===== src/design/jsu_pkg.sv =====
`default_nettype none
package jsu_pkg;

	// decode phases; codes beyond PH_ERR are treated as error
	typedef enum logic [2:0] {
		PH_OPEN = 3'd0,
		PH_TEXT = 3'd1,
		PH_ESC  = 3'd2,
		PH_HEX  = 3'd3,
		PH_DONE = 3'd4,
		PH_ERR  = 3'd5
	} phase_t;

	// token status carried on every output word
	typedef enum logic [1:0] {
		OC_RUN = 2'd0,
		OC_OK  = 2'd1,
		OC_ERR = 2'd2
	} outcome_t;

	localparam int unsigned MAX_BYTES = 3;
	localparam int unsigned CP_HEX_DIGITS = 4;

	// decoded bytes of one input word, handed to the output stage
	typedef struct packed {
		logic [MAX_BYTES-1:0][7:0] bytes;
		logic [1:0]                nbytes;
		outcome_t                  outcome;
	} dec_t;

endpackage
`default_nettype wire


===== src/design/json_string_unescape_top.sv =====
// JSON string unescaper: takes one raw byte of a quoted string token per word
// (s_tlast on the token's last byte) and streams out the decoded bytes. Escapes
// \b \f \n \r \t \" \\ \/ become one byte; \u or \U with four hex digits becomes
// one to three UTF-8 bytes (NUL emits nothing, surrogates emit '?'). Every input
// word yields one to three output words; m_tlast marks the last of them. A word
// with no decoded byte has m_tuser[0] low. m_tuser[2:1] gives the outcome after
// that input word: 0 parsing, 1 closed, 2 error; close and error are sticky until
// reset. Throughput is one input word per cycle, except that an escape producing
// two or three UTF-8 bytes holds the input while the output register drains it,
// and m_tready low stalls the input once both registers are full. An input word
// passes through the input register, then the result register, to the output.
`default_nettype none
module json_string_unescape_top (
	input  wire logic       clk,
	input  wire logic       arst_n,
	input  wire logic [7:0] s_tdata,   // in_byte
	input  wire logic       s_tlast,   // final_byte
	input  wire logic       s_tvalid,
	output logic            s_tready,
	output logic [7:0]      m_tdata,   // out_byte
	output logic [2:0]      m_tuser,   // [0] byte_valid, [2:1] outcome
	output logic            m_tlast,   // run_end
	output logic            m_tvalid,
	input  wire logic       m_tready
);
	import jsu_pkg::*;

	logic       v_s1;
	logic [7:0] byte_s1;
	logic       last_s1;
	logic       free;
	logic       load;
	dec_t       dec;

	assign load     = v_s1 && free;
	assign s_tready = !v_s1 || free;

	// input register
	always_ff @(posedge clk or negedge arst_n) begin
		if (!arst_n) begin
			v_s1 <= 1'b0;
		end else if (s_tvalid && s_tready) begin
			v_s1 <= 1'b1;
		end else if (load) begin
			v_s1 <= 1'b0;
		end
	end

	always_ff @(posedge clk) begin
		if (s_tvalid && s_tready) begin
			byte_s1 <= s_tdata;
			last_s1 <= s_tlast;
		end
	end

	jsu_parse u_parse (
		.clk        (clk),
		.arst_n     (arst_n),
		.load       (load),
		.in_byte    (byte_s1),
		.final_byte (last_s1),
		.dec        (dec)
	);

	jsu_emit u_emit (
		.clk      (clk),
		.arst_n   (arst_n),
		.load     (load),
		.dec      (dec),
		.free     (free),
		.m_tdata  (m_tdata),
		.m_tuser  (m_tuser),
		.m_tlast  (m_tlast),
		.m_tvalid (m_tvalid),
		.m_tready (m_tready)
	);

endmodule
`default_nettype wire


===== src/design/jsu_parse.sv =====
`default_nettype none
module jsu_parse (
	input  wire logic         clk,
	input  wire logic         arst_n,
	input  wire logic         load,
	input  wire logic [7:0]   in_byte,
	input  wire logic         final_byte,
	output jsu_pkg::dec_t     dec
);
	import jsu_pkg::*;

	localparam logic [7:0] CH_QUOTE = 8'h22;
	localparam logic [7:0] CH_BSL   = 8'h5C;
	localparam logic [7:0] CH_SLASH = 8'h2F;
	localparam logic [7:0] CH_B     = 8'h62;
	localparam logic [7:0] CH_F     = 8'h66;
	localparam logic [7:0] CH_N     = 8'h6E;
	localparam logic [7:0] CH_R     = 8'h72;
	localparam logic [7:0] CH_T     = 8'h74;
	localparam logic [7:0] CH_LU    = 8'h75;
	localparam logic [7:0] CH_UU    = 8'h55;
	localparam logic [1:0] LAST_DIGIT = 2'(CP_HEX_DIGITS - 1);

	phase_t      phase_q, phase_d;
	logic [15:0] acc_q, acc_d;
	logic [1:0]  cnt_q, cnt_d;
	logic [15:0] cp;
	logic [3:0]  hex_d;
	logic        hex_ok;

	// strict hex digit: 0-9, a-f, A-F
	always_comb begin
		hex_ok = 1'b1;
		hex_d  = 4'd0;
		if (in_byte >= 8'h30 && in_byte <= 8'h39)
			hex_d = 4'(in_byte - 8'h30);
		else if (in_byte >= 8'h61 && in_byte <= 8'h66)
			hex_d = 4'(in_byte - 8'h57);
		else if (in_byte >= 8'h41 && in_byte <= 8'h46)
			hex_d = 4'(in_byte - 8'h37);
		else
			hex_ok = 1'b0;
	end

	assign cp = {acc_q[11:0], hex_d};

	// next state, decoded bytes and outcome after this word
	always_comb begin
		phase_d     = phase_q;
		acc_d       = acc_q;
		cnt_d       = cnt_q;
		dec.bytes   = '0;
		dec.nbytes  = 2'd0;
		unique case (phase_q)
			PH_OPEN: begin
				phase_d = (in_byte == CH_QUOTE && !final_byte) ? PH_TEXT : PH_ERR;
			end
			PH_TEXT: begin
				if (in_byte == CH_QUOTE) begin
					phase_d = PH_DONE;
				end else if (in_byte == CH_BSL) begin
					phase_d = final_byte ? PH_ERR : PH_ESC;
				end else begin
					dec.bytes[0] = in_byte;
					dec.nbytes   = 2'd1;
					if (final_byte) phase_d = PH_ERR;
				end
			end
			PH_ESC: begin
				phase_d    = PH_TEXT;
				dec.nbytes = 2'd1;
				unique case (in_byte)
					CH_B:     dec.bytes[0] = 8'h08;
					CH_F:     dec.bytes[0] = 8'h0C;
					CH_N:     dec.bytes[0] = 8'h0A;
					CH_R:     dec.bytes[0] = 8'h0D;
					CH_T:     dec.bytes[0] = 8'h09;
					CH_QUOTE, CH_BSL, CH_SLASH: dec.bytes[0] = in_byte;
					CH_LU, CH_UU: begin
						dec.nbytes = 2'd0;
						phase_d    = PH_HEX;
						acc_d      = '0;
						cnt_d      = '0;
					end
					default: begin
						dec.nbytes = 2'd0;
						phase_d    = PH_ERR;
					end
				endcase
				if (final_byte) phase_d = PH_ERR;
			end
			PH_HEX: begin
				if (!hex_ok) begin
					phase_d = PH_ERR;
				end else begin
					acc_d = cp;
					if (cnt_q == LAST_DIGIT) begin
						cnt_d   = '0;
						phase_d = PH_TEXT;
						// UTF-8 encode; NUL emits nothing, surrogates emit '?'
						if (cp == 16'h0000) begin
							dec.nbytes = 2'd0;
						end else if (cp[15:11] == 5'b11011) begin
							dec.bytes[0] = 8'h3F;
							dec.nbytes   = 2'd1;
						end else if (cp < 16'h0080) begin
							dec.bytes[0] = cp[7:0];
							dec.nbytes   = 2'd1;
						end else if (cp < 16'h0800) begin
							dec.bytes[0] = {3'b110, cp[10:6]};
							dec.bytes[1] = {2'b10, cp[5:0]};
							dec.nbytes   = 2'd2;
						end else begin
							dec.bytes[0] = {4'b1110, cp[15:12]};
							dec.bytes[1] = {2'b10, cp[11:6]};
							dec.bytes[2] = {2'b10, cp[5:0]};
							dec.nbytes   = 2'd3;
						end
					end else begin
						cnt_d = cnt_q + 2'd1;
					end
					if (final_byte) phase_d = PH_ERR;
				end
			end
			PH_DONE: begin
				phase_d = PH_DONE;
			end
			default: begin
				phase_d = PH_ERR;
			end
		endcase
		if (phase_d == PH_DONE)     dec.outcome = OC_OK;
		else if (phase_d == PH_ERR) dec.outcome = OC_ERR;
		else                        dec.outcome = OC_RUN;
	end

	// parser state advances when the word moves to the output stage
	always_ff @(posedge clk or negedge arst_n) begin
		if (!arst_n) begin
			phase_q <= PH_OPEN;
			acc_q   <= '0;
			cnt_q   <= '0;
		end else if (load) begin
			phase_q <= phase_d;
			acc_q   <= acc_d;
			cnt_q   <= cnt_d;
		end
	end

endmodule
`default_nettype wire


===== src/design/jsu_emit.sv =====
`default_nettype none
module jsu_emit (
	input  wire logic          clk,
	input  wire logic          arst_n,
	input  wire logic          load,
	input  wire jsu_pkg::dec_t dec,
	output logic               free,
	output logic [7:0]         m_tdata,   // out_byte
	output logic [2:0]         m_tuser,   // [0] byte_valid, [2:1] outcome
	output logic               m_tlast,   // run_end
	output logic               m_tvalid,
	input  wire logic          m_tready
);
	import jsu_pkg::*;

	logic                      v_s2;
	logic [MAX_BYTES-1:0][7:0] bytes_s2;
	logic [1:0]                last_s2;
	logic                      bv_s2;
	outcome_t                  oc_s2;
	logic [1:0]                idx_q;
	logic                      take, done;

	assign take = m_tvalid && m_tready;
	assign done = take && (idx_q == last_s2);
	assign free = !v_s2 || done;

	// result register, drained one word per handshake
	always_ff @(posedge clk or negedge arst_n) begin
		if (!arst_n) begin
			v_s2  <= 1'b0;
			idx_q <= '0;
		end else if (load) begin
			v_s2  <= 1'b1;
			idx_q <= '0;
		end else if (done) begin
			v_s2  <= 1'b0;
		end else if (take) begin
			idx_q <= idx_q + 2'd1;
		end
	end

	always_ff @(posedge clk) begin
		if (load) begin
			bytes_s2 <= dec.bytes;
			bv_s2    <= (dec.nbytes != 2'd0);
			last_s2  <= (dec.nbytes == 2'd0) ? 2'd0 : dec.nbytes - 2'd1;
			oc_s2    <= dec.outcome;
		end
	end

	assign m_tvalid = v_s2;
	assign m_tdata  = bytes_s2[idx_q];
	assign m_tuser  = {oc_s2, bv_s2};
	assign m_tlast  = (idx_q == last_s2);

endmodule
`default_nettype wire

===== config.mk =====
export PLATFORM = sky130hd
export DESIGN_NAME = json_string_unescape_top
export DESIGN_NICKNAME = d
export VERILOG_FILES = /design/src/design/jsu_pkg.sv /design/src/design/json_string_unescape_top.sv /design/src/design/jsu_parse.sv /design/src/design/jsu_emit.sv
export SDC_FILE = /design/constraint.sdc
export NUM_CORES = 1
export LEC_CHECK = 0
export ABC_AREA = 1
export BUFFER_PORTS_ARGS = -buffer_cell sky130_fd_sc_hd__buf_2
export CELL_PAD_IN_SITES_DETAIL_PLACEMENT = 1
export CELL_PAD_IN_SITES_GLOBAL_PLACEMENT = 1
export CORE_UTILIZATION = 41
export CTS_CLUSTER_DIAMETER = 30
export DETAILED_ROUTE_END_ITERATION = 8
export GPL_ROUTABILITY_DRIVEN = 0
export PLACE_DENSITY_LB_ADDON = 0.1
export SLEW_MARGIN = 25
export SYNTH_ARGS = -nofsm -noshare
export SYNTH_HDL_FRONTEND = slang
export SYNTH_HIERARCHICAL = 1
export SYNTH_SLANG_ARGS = --single-unit

===== constraint.sdc =====
create_clock -name clk -period 2.82 [get_ports clk]
set_input_delay 0.282 -clock clk [delete_from_list [all_inputs] [get_ports clk]]
set_output_delay 0.282 -clock clk [all_outputs]
set_load 0.05 [all_outputs]

==> metrics.txt, run 1 <==
crit path cell chain=inv_1 -> ha_1 -> inv_1 -> nand2_1 -> nand2_1 -> nand2_2 -> nand2_4 -> o21ai_1 -> nor2_1 -> nand3_2 -> nand3_1 -> nand3_1 -> inv_1 -> ha_1 -> nor2_1; Post-Syn Instances=between 400 and 500; Vias/cell=about 5.3; delay-heaviest family, CP=simple AND/OR/NAND/NOR gates; CP Class=flop to flop; post-CTS sizing=0; leakage power total=approximately 1.8 nW; Final period util=0.911; Final #Nets=470; WL final=around 9.5 mm; pwr/cell area=around 1000 nW/µm²; DIE WIDTH=~93 µm; final instance area=3860 µm²; Antenna Violating Nets Remaining=0; maxcap violations=0; Syn Area/Cell=about 8 µm²; Cell Area, Synth=about 3400 µm²; crit path launch=byte_s1[0]$_DFFE_PP_; Crit path required time=2.92 ns; synthesized flop and latch total=59; status=completed; worst r2r src=byte_s1[0]$_DFFE_PP_; highest layer used for signal routing=met4; GRT Util Overall=0.249; Synth warnings=6; peak supply drop=0.000538 V; initial DRC count=~140; buffer and inverter count on the worst path=3; Port Buf Inserts=26; Yosys cell types=36; vias in the first global route=3174; RSZ-0062 raised after global routing=no; Core ar.=a little under 8000 µm²; clk buf depth=2; Area contributors post-synth=edfxtp_1 (34%), dfrtp_1 (15%), nand2_1 (9.4%), nand3_1 (6.6%), inv_1 (5.5%); layout cells sized above 1=0.169; slowest stage delay, CP=0.48 ns; initial core utilization=0.431; hold_sp=s_tdata[2]; Final Hold Fails=0; Slowest-stage cell, CP=edfxtp_1; antenna violations before repair=0; Ant. Diodes=0; Std-Cell Rows=32; Worst setup EP type=flop; CP dominant cell by count=inv_1; worst hold path type=input pin to flop; Remaining DRCs=0; die height=between 90 and 100 µm; H-tree Lvls=3; TritonCTS clock tree=built; Max-Slew Margin vs Limit=0.634; met2 WL post-DR=4.73 mm; CTS clock-pin slew for the worst setup and hold paths=around 0.070 ns; die area=8650 µm²; cts bufs inserted=9; largest net degree at the start of global routing=26; Seq/Total Area, Yosys=0.491; area grow syn2layout=13.8%; post-DR wirelength/cell=approximately 17 µm; first-pass GRT wire length=approximately 16 mm; placed inst area=roughly 3600 µm²; clock root buffer=clkbuf_8; Yosys top cell by area=edfxtp_1; first-pass detailed-route iteration total=4; Worst EP arrival=2.67 ns; GR Overflow Total=0; Fillers=982; Max Freq=389 MHz; setup TNS=0 ns; endpoints failing setup=0; Clock Sinks=59; clock skew=just under 0.01 ns; WL met1=between 4 and 5 mm; DP HPWL=around 7.2 mm; area fraction of the dominant cell type after synthesis=0.336; crit path time final=2.57 ns; Pins Over Slew Limit=0; CP Max Fanout=6; Worst Tran Pin Value=approximately 0.54 ns; Vias=about 3000; Worst-Skew Late Latency=0.35 ns; type of origin of the critical path=flop; wire length on met3=between 400 and 500 µm; I/O Pins=27
## layout by cell type (no fill, tap or decap), types with 3 or more instances in the layout
| cell type | count |
|---|---|
| a21oi_1 | 12 |
| buf_2 | 26 |
| buf_4 | 5 |
| clkbuf_8 | 9 |
| clkinv_2 | 3 |
| dfrtp_1 | 21 |
| edfxtp_1 | 38 |
| ha_1 | 6 |
| inv_1 | 50 |
| inv_2 | 9 |
| nand2_1 | 85 |
| nand2_2 | 5 |
| nand3_1 | 45 |
| nand3_2 | 3 |
| nand4_1 | 12 |
| nor2_1 | 50 |
| nor2_2 | 4 |
| o21ai_0 | 30 |
| o21ai_1 | 10 |
| o22ai_1 | 8 |
## logic make-up (layout without fill, tap and decap cells)
kind of cell	count (synthesis)	count (layout)	share of synthesized area
xor gates and xnor gates	1	1	0.00258
AOI/OAI and AO/OA	64	64	0.101
DFF	59	59	0.491
and+or+nand+nor	217	217	0.301
adders and majority gates	6	6	0.0221
other	1	2	0.00110
buffers and inverters	67	107	0.0814
## per-stage QoR
step | instances | worst slack (ns) | util | hold slack [ns] | power (mW)
finish | 558 | 0.251 | 0.490 | 0.101 | 3.96
global route | 558 | 0.0848 | 0.490 | 0.0874 | 4.22
CTS | 558 | 0.257 | 0.490 | 0.0838 | 4.00
detailed placement | 541 | 0.305 | 0.461 | 0.296 | 3.13
global placement | 541 | 0.479 | 0.461 | 0.289 | 3.08
floorplan | 416 | 0.304 | - | -0.0136 | 2.67
## final timing paths
kind,end,slack [ns],cells past startpoint
max,u_emit/last_s2[1]$_SDFFCE_PN0P_,0.25,15
min,byte_s1[2]$_DFFE_PP_,0.10,1
max reg2reg,u_emit/last_s2[1]$_SDFFCE_PN0P_,0.25,15
min in group asynchronous,u_emit/m_tvalid$_DFFE_PN0P_,0.44,2
min reg2reg,u_parse/cnt_q[1]$_DFFE_PN0P_,0.51,2
max in group asynchronous,u_parse/acc_q[6]$_DFFE_PN0P_,2.01,2
## cells in the mapped netlist
cell type / instances
o22ai_1: 8
nor2_4: 1
nor4_1: 2
nand3_1: 45
o21ai_1: 10
and2_1: 1
buf_6: 1
o21ai_0: 30
xor2_1: 1
nand4_1: 12
dfrtp_1: 21
inv_2: 9
a21oi_2: 1
nand2_2: 5
buf_4: 3
nor2_2: 4
or2_2: 1
nand3_2: 3
nand2_4: 2
clkbuf_4: 1
o21ai_2: 1
clkbuf_1: 1
nor3_4: 2
nand2_1: 85
nor3_1: 2
a21oi_1: 12
a31oi_1: 1
nor2_1: 50
ha_1: 6
conb_1: 1
nor4_4: 1
edfxtp_1: 38
nand3b_1: 1
o21a_1: 1
buf_2: 2
inv_1: 50
## area by class of cell
class	count	area (µm²)	share of cell area
sequential	59	1670	0.431
multi-input combinational	290	1460	0.377
inverter	59	221	0.0573
timing repair buffer	32	178	0.0460
tap	102	128	0.0330
clock buffer	9	124	0.0320
clock inverter	7	91.3	0.0236
## flip-flops by register name, summed over array words and instances (netlist names), 2 cells and up
signal / cells
u_emit/oc_s2: 2
u_emit/bytes_s2: 24
u_parse/phase_q: 3
byte_s1: 8
u_parse/acc_q: 12
u_emit/idx_q: 2
u_emit/last_s2: 2
u_parse/cnt_q: 2
## power by group
| part | leakage [nW] | switching [mW] | internal [mW] |
|---|---|---|---|
| logic | 1.07 | 1.24 | 0.405 |
| registers | 0.597 | 0.184 | 1.28 |
| clock network | 0.109 | 0.356 | 0.495 |
## timing repair
item / 4_1_cts / 5_1_grt
hold endpoints to repair: 21 / 0
setup buffers: 0 / 0
endpoints found under the setup margin: 0 / 0
hold buffers: 1 / 0
## per-layer routing
metal / vias to the layer above / track usage
met3: 8 / 0.0504
met2: 63 / 0.423
met5: - / 0
met1: 1433 / 0.308
li1: 1463 / -
met4: 0 / 0.101
Note: power is estimated with default switching activity, not from simulation.
==> run 2: changes to the inputs <==
Settings changed: ABC_AREA 1 to default, CORE_ASPECT_RATIO from default to 1.5, GPL_ROUTABILITY_DRIVEN 0 to default.
==> run 2 against run 1 <==
Compared with the run above:
- fmax decreased by 4.0%
- core utilization up 1.7 points
- register-to-register slack lost 0.11 ns
- sequential power is essentially flat
- combinational power increased by 13%
- design area rose by 5.7%
- flip-flop and latch count unchanged
- sequential share of layout area fell by 2.3 points
- via count down 6.7%
- largest cell class unchanged
==> metrics.txt, run 2 <==
Syn Area/Cell=10.6 µm² (was 8.18 µm²); Core ar.=8060 µm² (was 7890 µm²); Fillers=889 (was 982); setup TNS=0 ns (unchanged); Post-Syn Instances=321 (was 415); max reg flops=24 (unchanged); die area=8710 µm² (was 8650 µm²); status=completed (unchanged); Pins Over Slew Limit=0 (unchanged); DP HPWL=7.03 mm (was 7.20 mm); clock skew=0.00708 ns (was 0.00965 ns); Port Buf Inserts=26 (unchanged); worst hold path type=input pin to flop (unchanged); placed inst area=3750 µm² (was 3640 µm²); leakage power total=1.61 nW (was 1.77 nW); crit path time final=2.68 ns (was 2.57 ns); gpl congestion=approximately 0.95; GR Overflow Total=0 (unchanged); peak supply drop=0.000468 V (was 0.000538 V); Worst Tran Pin Value=0.639 ns (was 0.545 ns); antenna violations before repair=0 (unchanged); most frequent cells after synthesis=edfxtp_1 (38), nor2_1 (26), nand2_1 (23) (was nand2_1 (85), inv_1 (50), nor2_1 (50)); cts bufs inserted=9 (unchanged); Yosys top cell by area=edfxtp_1 (unchanged); Vias/cell=5.86 (was 5.32); TritonCTS clock tree=built (unchanged); type of origin of the critical path=flop (unchanged); most frequent cell after synthesis=edfxtp_1 (was nand2_1); Remaining DRCs=0 (unchanged); final instance area=4090 µm² (was 3860 µm²); Area contributors post-synth=edfxtp_1 (33%), dfrtp_1 (15%), a22o_1 (3.3%), nor2_1 (2.9%), mux2i_1 (2.6%) (was edfxtp_1 (34%), dfrtp_1 (15%), nand2_1 (9.4%), nand3_1 (6.6%), inv_1 (5.5%)); Regs by FF count=u_emit/bytes_s2 x24, u_parse/acc_q x12, byte_s1 x8 (unchanged); CTS Hold Bufs=1 (unchanged); Clock Sinks=59 (unchanged); Vias=2767 (was 2967); commonest non-fill, non-tap cell in the layout=edfxtp_1 (was nand2_1); RSZ-0062 raised after global routing=no (unchanged); CP Class=flop to flop (unchanged); Post-synth ARST share=0.356 (unchanged); Worst EP arrival=2.73 ns (was 2.67 ns); area grow syn2layout=19.5% (was 13.8%); vias in the first global route=2865 (was 3174); Crit path required time=2.87 ns (was 2.92 ns); Top FF cell, synth=edfxtp_1 (unchanged); layout cells sized above 1=0.234 (was 0.169); maxcap violations=0 (unchanged); Worst-Skew Late Latency=0.33 ns (was 0.35 ns); post-CTS sizing=0 (unchanged); H-tree Lvls=3 (unchanged); Top reg by flops=u_emit/bytes_s2 (unchanged); GRT Util Overall=0.234 (was 0.249); Synth warnings=6 (unchanged); CTS clock-pin slew for the worst setup and hold paths=0.05 ns (was 0.07 ns); clock root buffer=clkbuf_16 (was clkbuf_8); Yosys cell types=68 (was 36); Post-synth EDFFs=38 (unchanged); synthesized flop and latch total=59 (unchanged); Cell Area, Synth=3420 µm² (was 3400 µm²); Power Total=4.47 mW (was 3.96 mW); CP Max Fanout=8 (was 6); pwr/cell area=1090 nW/µm² (was 1020 nW/µm²); DIE WIDTH=76.6 µm (was 93.0 µm); Std-Cell Rows=40 (was 32); first-pass GRT wire length=15.2 mm (was 16.0 mm); most frequent cells in the layout=edfxtp_1 (38), buf_2 (26), nor2_1 (26) (was nand2_1 (85), inv_1 (50), nor2_1 (50)); Antenna Violating Nets Remaining=0 (unchanged); Max-Slew Margin vs Limit=0.562 (was 0.634); initial core utilization=0.424 (was 0.431); area fraction of the dominant cell type after synthesis=0.334 (was 0.336); endpoints failing setup=0 (unchanged); die height=114 µm (was 93.0 µm); Final Hold Fails=0 (unchanged); largest net degree at the start of global routing=36 (was 26); first-pass detailed-route iteration total=5 (was 4); Max Freq=374 MHz (was 389 MHz); Ant. Diodes=0 (unchanged); initial DRC count=115 (was 141); Final #Nets=381 (was 470); clk buf depth=2 (unchanged); WL final=9.31 mm (was 9.48 mm); I/O Pins=27 (unchanged); Final period util=0.949 (was 0.911); post-DR wirelength/cell=19.7 µm (was 17.0 µm); Worst setup EP type=flop (unchanged); Seq/Total Area, Yosys=0.488 (was 0.491); Post-CTS Setup Repair Bufs=0 (unchanged)
run 2: logic make-up after synthesis:
| group | count (synthesis) | share of synthesized area |
|---|---|---|
| adders and majority gates | 6 | 0.0220 |
| other | 1 | 0.00110 |
| and+or+nand+nor | 122 | 0.211 |
| DFF | 59 | 0.488 |
| muxes | 11 | 0.0329 |
| buffers and inverters | 30 | 0.0439 |
| AOI/OAI and AO/OA | 87 | 0.186 |
| xor gates and xnor gates | 5 | 0.0150 |
run 2: report_power, final:
group	switching [mW]	internal, mW
registers	0.179	1.30
logic	1.27	0.575
clock network	0.367	0.775
run 2: metrics by stage:
step	utilization	std cells	hold WS (ns)	setup WS, ns
6_report	0.507	472	0.125	0.143
5_1_grt	0.507	472	0.112	0.0114
4_1_cts	0.507	472	0.108	0.155
3_5_place_dp	0.465	455	0.289	0.181
3_3_place_gp	0.465	455	0.288	0.203
2_1_floorplan	-	322	-0.0136	0.0848
run 2: final cells by class:
type / instances / area [µm²] / area share
Multi-Input combinational cell: 233 / 1610 / 0.393
Sequential cell: 59 / 1670 / 0.408
Inverter: 7 / 26.3 / 0.00643
Tap cell: 105 / 131 / 0.0321
Clock inverter: 2 / 10.0 / 0.00245
Clock buffer: 14 / 318 / 0.0778
Timing Repair Buffer: 52 / 328 / 0.0802
run 2: worst max-delay path: stages (launching register included):
cell	delay, ns
edfxtp_1	0.39
buf_4	0.19
ha_1	0.23
or3b_2	0.50
and4_1	0.30
a22o_1	0.34
a21boi_0	0.26
o221ai_1	0.19
run 2: worst paths after layout:
path,depth (start not counted),slack (ns),end,startpoint
max reg2reg,7,0.14,u_emit/bytes_s2[1]$_DFFE_PP_,byte_s1[0]$_DFFE_PP_
max,7,0.14,u_emit/bytes_s2[1]$_DFFE_PP_,byte_s1[0]$_DFFE_PP_
min in group asynchronous,2,0.47,u_emit/m_tvalid$_DFFE_PN0P_,arst_n
max in group asynchronous,2,2.00,u_parse/phase_q[2]$_DFFE_PN0P_,arst_n
min,1,0.13,byte_s1[4]$_DFFE_PP_,s_tdata[4]
min reg2reg,1,0.51,u_parse/cnt_q[1]$_DFFE_PN0P_,u_parse/cnt_q[1]$_DFFE_PN0P_
run 2: per-layer routing:
layer	GRT usage	up-vias	share of wire
met2	0.409	88	0.53
met3	0.0528	23	0.039
met4	0.149	0	0.038
met5	0	-	0
li1	-	1302	-
met1	0.255	1354	0.40
